**config.mk**
```make
export PLATFORM = sky130hd
export DESIGN_NAME = npm_ctrl
export DESIGN_NICKNAME = d
export VERILOG_FILES = /design/src/design/npm_pkg.sv /design/src/design/npm_ctrl.sv
export VERILOG_INCLUDE_DIRS = /design/src /design/src/design
export SDC_FILE = /design/constraint.sdc
export NUM_CORES = 1
export LEC_CHECK = 0
export BUFFER_PORTS_ARGS = -buffer_cell sky130_fd_sc_hd__buf_2
export CAP_MARGIN = 15
export CORE_MARGIN = 5
export CORE_UTILIZATION = 50
export CTS_CLUSTER_SIZE = 20
export DETAILED_ROUTE_END_ITERATION = 16
export PLACE_DENSITY = 0.75
export SKIP_CTS_REPAIR_TIMING = 1
export SLEW_MARGIN = 10
export SYNTH_ARGS = -nofsm -noshare
export SYNTH_HDL_FRONTEND = slang
export SYNTH_SLANG_ARGS = --single-unit
```
**constraint.sdc**
```tcl
create_clock -name clk -period 2.2 [get_ports clk]
set_clock_uncertainty 0.05 [all_clocks]
set_input_delay 0.22 -clock clk [delete_from_list [all_inputs] [get_ports clk]]
set_output_delay 0.22 -clock clk [all_outputs]
set_load 0.05 [all_outputs]
```
**src/design/negacyclic_poly_multiplier_defines.svh**
```systemverilog
// Assertion macros used by the negacyclic multiplier controller.
`ifndef NEGACYCLIC_POLY_MULTIPLIER_DEFINES_SVH
`define NEGACYCLIC_POLY_MULTIPLIER_DEFINES_SVH

// Checked property, suspended while reset is held.
`define NPM_ASSERT(lbl, clk, rstn, prop) \
  lbl: assert property (@(posedge clk) disable iff (!rstn) (prop)) \
    else $error("npm assertion failed");

// Checked property, also checked during reset.
`define NPM_ASSERT_ALWAYS(lbl, clk, prop) \
  lbl: assert property (@(posedge clk) (prop)) \
    else $error("npm assertion failed");

`endif

```
**src/design/npm_pkg.sv**
```systemverilog
package npm_pkg;

  // default polynomial degree
  localparam int DEGREE_DEF = 64;

  // field widths
  localparam int COEF_W     = 32;
  localparam int SEC_W      = 33;
  localparam int ACC_W      = 64;
  localparam int IDX_W      = 6;
  localparam int IN_DATA_W  = 64;
  localparam int OUT_DATA_W = 72;

  // commands from controller to datapath
  typedef struct packed {
    logic load;        // write operand word, shift second operand row
    logic sub;         // store second minus first
    logic issue;       // read one first-operand coefficient
    logic issue_first; // that read starts a new product
    logic out_shift;   // result word taken, shift accumulator row
  } ctrl_cmd_t;

endpackage

```
**src/design/npm_ctrl.sv**
```systemverilog
`include "negacyclic_poly_multiplier_defines.svh"

module npm_ctrl
  import npm_pkg::*;
#(
  parameter int DEGREE = DEGREE_DEF
) (
  input  logic                      clk,
  input  logic                      rst_n,
  input  logic                      in_valid,
  input  logic                      in_mode,
  output logic                      in_ready,
  output logic                      out_valid,
  input  logic                      out_ready,
  output logic                      out_last,
  output logic [IDX_W-1:0]          out_index,
  output ctrl_cmd_t                 cmd,
  output logic [$clog2(DEGREE)-1:0] load_addr,
  output logic [$clog2(DEGREE)-1:0] rd_addr
);

  localparam int ADDR_W = $clog2(DEGREE);
  localparam int CNT_W  = $clog2(DEGREE + 2);

  localparam logic [1:0] ST_LOAD    = 2'd0;
  localparam logic [1:0] ST_WAIT    = 2'd1;
  localparam logic [1:0] ST_COMPUTE = 2'd2;

  logic [1:0]       state_r, state_nxt;
  logic [ADDR_W-1:0] load_cnt_r, load_cnt_nxt;
  logic             mode_r, mode_nxt;
  logic [CNT_W-1:0] step_r, step_nxt;
  logic             out_busy_r, out_busy_nxt;
  logic [IDX_W-1:0] out_cnt_r, out_cnt_nxt;

  logic in_acc;
  logic out_acc;
  logic mode_now;
  logic load_done;
  logic issue;

  // handshakes
  assign in_ready  = (state_r == ST_LOAD);
  assign in_acc    = in_valid && in_ready;
  assign out_valid = out_busy_r;
  assign out_acc   = out_busy_r && out_ready;
  assign out_last  = (out_cnt_r == IDX_W'(DEGREE - 1));
  assign out_index = out_cnt_r;

  // mode is taken from the first word of a load
  assign mode_now  = (load_cnt_r == '0) ? in_mode : mode_r;
  assign load_done = in_acc && (load_cnt_r == ADDR_W'(DEGREE - 1));
  assign issue     = (state_r == ST_COMPUTE) && (step_r < CNT_W'(DEGREE));

  // datapath commands
  assign cmd.load        = in_acc;
  assign cmd.sub         = mode_now;
  assign cmd.issue       = issue;
  assign cmd.issue_first = issue && (step_r == '0);
  assign cmd.out_shift   = out_acc;
  assign load_addr       = load_cnt_r;
  assign rd_addr         = step_r[ADDR_W-1:0];

  // sequencing: load, wait for the result row to drain, multiply
  always_comb begin
    state_nxt    = state_r;
    load_cnt_nxt = load_cnt_r;
    mode_nxt     = mode_r;
    step_nxt     = step_r;
    out_busy_nxt = out_busy_r;
    out_cnt_nxt  = out_cnt_r;

    if (in_acc) begin
      mode_nxt     = mode_now;
      load_cnt_nxt = load_done ? '0 : load_cnt_r + 1'b1;
    end

    if (out_acc) begin
      if (out_last) begin
        out_busy_nxt = 1'b0;
        out_cnt_nxt  = '0;
      end else begin
        out_cnt_nxt = out_cnt_r + 1'b1;
      end
    end

    case (state_r)
      ST_LOAD: begin
        if (load_done) begin
          state_nxt = ST_WAIT;
        end
      end
      ST_WAIT: begin
        if (!out_busy_r) begin
          state_nxt = ST_COMPUTE;
          step_nxt  = '0;
        end
      end
      ST_COMPUTE: begin
        // after the last read, keep stepping while the multiply and accumulate registers finish
        if (step_r == CNT_W'(DEGREE + 1)) begin
          state_nxt    = ST_LOAD;
          out_busy_nxt = 1'b1;
          out_cnt_nxt  = '0;
        end else begin
          step_nxt = step_r + 1'b1;
        end
      end
      default: begin
        state_nxt = ST_LOAD;
      end
    endcase
  end

  always_ff @(posedge clk) begin
    if (!rst_n) begin
      state_r    <= ST_LOAD;
      load_cnt_r <= '0;
      mode_r     <= 1'b0;
      step_r     <= '0;
      out_busy_r <= 1'b0;
      out_cnt_r  <= '0;
    end else begin
      state_r    <= state_nxt;
      load_cnt_r <= load_cnt_nxt;
      mode_r     <= mode_nxt;
      step_r     <= step_nxt;
      out_busy_r <= out_busy_nxt;
      out_cnt_r  <= out_cnt_nxt;
    end
  end

  // accumulators are never rewritten while results are still out
  `NPM_ASSERT(a_compute_idle_out, clk, rst_n, (state_r == ST_COMPUTE) |-> !out_busy_r)
  // a completed load stops intake until the product is formed
  `NPM_ASSERT(a_load_stops, clk, rst_n, load_done |=> !in_ready)
  // the last result word ends the burst
  `NPM_ASSERT(a_last_ends, clk, rst_n, (out_acc && out_last) |=> !out_valid)
  // reset clears the result index
  `NPM_ASSERT_ALWAYS(a_rst_quiet, clk, !rst_n |=> (out_cnt_r == '0))

endmodule

```
-- Word level (Yosys, flattened, before mapping)
Cells that the tools add are included.
- output and inout port bits: 26
- register bits after elaboration: 23
- word-level logic and storage cells: 47
- equal/unequal tests: 9
- add/subtract/negate cells: 3
- muxes and demuxes: 17
- order comparisons: 1
- reductions and logical operators: 11
- operators with widths (kind ; count):
    two-way mux 6 bit ; 5
    two-way mux 7 bit ; 2
    one-hot mux 7 bit (2 select lines) ; 1
    adder 6 x 1 -> 6 bit, second input constant ; 2
    == test 6 bit, second input constant ; 2
    adder 7 x 1 -> 7 bit, second input constant ; 1
    == test 7 bit, second input constant ; 1
    zero test 7 bit ; 1
    < comparator 7 bit, second input constant ; 1
    zero test 6 bit ; 1
    two-way mux 2 bit ; 3
    one-hot mux 2 bit (3 select lines) ; 1
    AND reduction 3 bit ; 2
    logical AND 1 bit ; 5
    two-way mux 1 bit ; 5
    inequality test 2 x 1 -> 1 bit, second input constant ; 2
    inequality test 2 bit, second input constant ; 2
    == test 2 x 1 -> 1 bit, second input constant ; 1
    == test 2 bit, second input constant ; 1
    zero test 2 bit ; 1
    nonzero test 2 bit ; 1

-- Longest topological paths before layout
- depth in word-level cells: 5
- depth in mapped cells: 5

-- Worst setup path after synthesis
Ideal clock, no wire load.
- kind: reg2reg
- start point: register out_cnt_r[0] (netlist: out_index[0])
- end point: register out_busy_r (netlist: out_valid)
- library setup time: 168 ps
- path slack: 127 ps
- required time: 1982 ps
- cell stages (with the launch flop): 5
- path buffers: 0
- arrival: 1855 ps
- period minus slack after synthesis: 2073 ps
- cells stage by stage: dfxtp_1 -> ha_1 -> nand2_1 -> nor2_1 -> a311oi_1
- word-level cells in the longest chain between the ends: 5
- RTL lines (element ; line ; RTL):
    start, declared ; npm_ctrl.sv:34 ; logic [IDX_W-1:0] out_cnt_r, out_cnt_nxt;
    start signal, assigned ; npm_ctrl.sv:129 ; out_cnt_r <= out_cnt_nxt;
    == test 6 bit * ; npm_ctrl.sv:47 ; assign out_last = (out_cnt_r == IDX_W'(DEGREE - 1));
    named net out_last ; npm_ctrl.sv:15 ; output logic out_last,
    two-way mux 1 bit * ; npm_ctrl.sv:79 ; if (out_last) begin
    two-way mux 1 bit * ; npm_ctrl.sv:78 ; if (out_acc) begin
    two-way mux 1 bit ; npm_ctrl.sv:101 ; if (step_r == CNT_W'(DEGREE + 1)) begin
    two-way mux 1 bit * ; npm_ctrl.sv:87 ; case (state_r)
    end signal, assigned ; npm_ctrl.sv:128 ; out_busy_r <= out_busy_nxt;
    end, declared ; npm_ctrl.sv:33 ; logic out_busy_r, out_busy_nxt;
The timed path passes the listed nets; every way through them passes the cells marked *.
A chain may end at the register's enable or synchronous reset.

==> metrics.cfg <==
[logic_synthesis]
synth_flop_cell = dfxtp_1
muxShareOfSynthArea_pct = 5.44
synth_common_cells = dfxtp_1 (23), nand2_1 (18), buf_4 (11), nand3_1 (11), a21oi_1 (9)
synth_top_family_by_area = simple AND/OR/NAND/NOR gates
synth-compound-area-share_pct = 15.6
syn_area_per_cell_um2 = 8.73
netlist_top_cells_area = dfxtp_1 (35%), buf_4 (6.3%), ha_1 (5.7%)
yosys.area.top_type_share_pct = 35.1
ys_ff_latch = 23
yosys.cell_count.top_type = dfxtp_1
postSynthCellCount = 150
synth_simple_gate_area_share_pct = 25.8
synth_nets = 161
netlist_area_um2 = 1310
synth_xor_area_share_pct = 2.01
synth_edf_count = 0
synth_fa_ha_area_share_pct = 5.73
yosysWarnings = 0
synth.distinct_cells = 39
seq_area_frac_synth_pct = 35.1
async_flop_share_pct = 0
synth_largest_area_cell = dfxtp_1

[global_routing]
grt-ovfl-total = 0
grt_pass1_vias = 1036
grt_use_total_pct = 15.5
grt_pass1_wl_um = 4520
grt_antenna_before_repair = 0
grt_start_max_net_pins = 16

[worst_setup_path]
timing.rr.start = state_r[0]
cp-start-kind = register
required_ps = 1930
reg2regPathDepth = 3
end_kind = output port
r2r_slack_ps = 420
cp.arrival_ps = 1700
crit_path_max_fanout = 5
crit_type = reg -> out
rr_endpoint = step_r[5]

[clock_network]
clk_latency_ps = 300
cts.htree.levels = 1
cts_num_sinks = 23
cts_buffers = 3
clock_path_buffers = 2
cts_tree = yes
cts-root-buf = clkbuf_4
path_clk_slew_ps = 130

[placed_design]
gp_congestion = 0.798
dp_hpwl_um = 2080
io_buffers = 30
place_area_um2 = 1400
place_inst = 197
post-place-ws_ps = 450

[pwr]
pwr-share-seq_pct = 61.3
p_sw_mw = 0.185
powerDensity_nw_per_um2 = 491
p_total_mw = 0.698
swShare_pct = 26.4
ir_drop_mv = 0.385
pwr-share-clk_pct = 28.3
p_comb_share_pct = 10.4
intPower_mw = 0.514
p_leak_nw = 0.604

[sta]
max_freq_ghz = 0.507
hold_viol_final = 0
finalSetupViolCount = 0
setup_ws_ps = 228
finalCriticalPeriod_ps = 1970
hold_ws_ps = 107
worstMarginPinSlew_ps = 449
grt_setup_unrepaired = false
slew_viol_final = 0
relSlewSlack_pct = 69.9
fin_crit_sh_pct = 89.6
setup_tns_ps = 0

[worst_hold_path]
whs_path_depth = 2
whs_endpoint = out_valid
worstHoldPathType = in -> reg
hold_start = out_ready

[floorplanning]
rows = 18
dieArea_um2 = 3740
initial_core_util_pct = 52.4
die_h_um = 61.2
coreArea_um2 = 2500
die_x_um = 61.2
ioPinCount = 31

[routing]
routedWlPerCell_um = 13.4
drtIter0Drc = 21
firstDrtPassIters = 4
vias_per_cell = 5.57
routed_wl_um = 2700
drcViolationCount = 0
ant_nets = 0
vias = 1120

[layout]
stdcell_count = 201
layout-drive-gt1-share_pct = 22.8
final_nets = 183
finalInstanceArea_um2 = 1420
antenna_cells = 0
final_util_pct = 56.9
area_growth_pct = 8.60

[status]
status = completed

[flow_run]
max_cap_viol_count = 0

## state kept, by name (all words and copies together) (netlist names)
signal,flops
state_r,2
mode_r,1
step_r,7
load_addr,6
out_valid,1
out_index,6
## power groups by stage
stage	Clock (mW)	Combinational [mW]	Sequential, mW
after floorplan	0	0.0466	0.448
after global placement	0	0.0705	0.437
after detailed placement	0	0.0725	0.437
after CTS	0.202	0.0726	0.428
after global routing	0.219	0.0769	0.429
final	0.197	0.0727	0.428
## cell families after synthesis
logic type               after synthesis
AND/OR/NAND/NOR                       61
AO/OA/AOI/OAI                         29
flip-flops                            23
buffers and inverters                 21
multiplexers                           7
adder cells (fa/ha/maj)                6
XOR/XNOR                               3
## worst max path at each step
stage                 startpoint  depth (start not counted)         to  slack, ps
global route        load_addr[0]                          5     cmd[3]        180
detailed placement    state_r[0]                          3  step_r[5]        450
finish              load_addr[5]                          4     cmd[3]        230
floorplan           out_index[0]                          4  out_valid        130
CTS                 load_addr[5]                          4     cmd[3]        240
global placement      state_r[0]                          3  step_r[5]        530
## final cells by class
type	instances	area [µm²]
Fill cell	246	1080
Multi-Input combinational cell	106	714
Sequential cell	23	460
Timing Repair Buffer	31	158
Tap cell	30	37.5
Clock buffer	4	26.3
Inverter	7	26.3
## routing by layer
layer	routed length (µm)	share of wire, %	track usage [%]
met1	1240	46	19.1
met4	19	0.70	3.72
met2	1330	49	27.5
met5	0	0	0
met3	117	4.3	3.14
## placed cells by master, fill, tap and decap left out, types with 2 or more instances in the layout
cell type / count
a211oi_1: 4
a21oi_1: 9
a311oi_1: 2
and3_1: 2
buf_2: 30
clkbuf_4: 3
dfxtp_1: 23
ha_1: 6
inv_1: 7
mux2i_1: 6
nand2_1: 18
nand3_1: 11
nand3b_1: 3
nor2_1: 6
nor3_1: 3
o21ai_0: 7
or3_1: 7
xnor2_1: 2
## critical path: stages, from the launching register on
cell	delay (ps)
dfxtp_1	370
nor4_1	430
nand2_1	110
mux2_2	290
buf_2	210
Note: power is estimated with default switching activity, not from simulation.
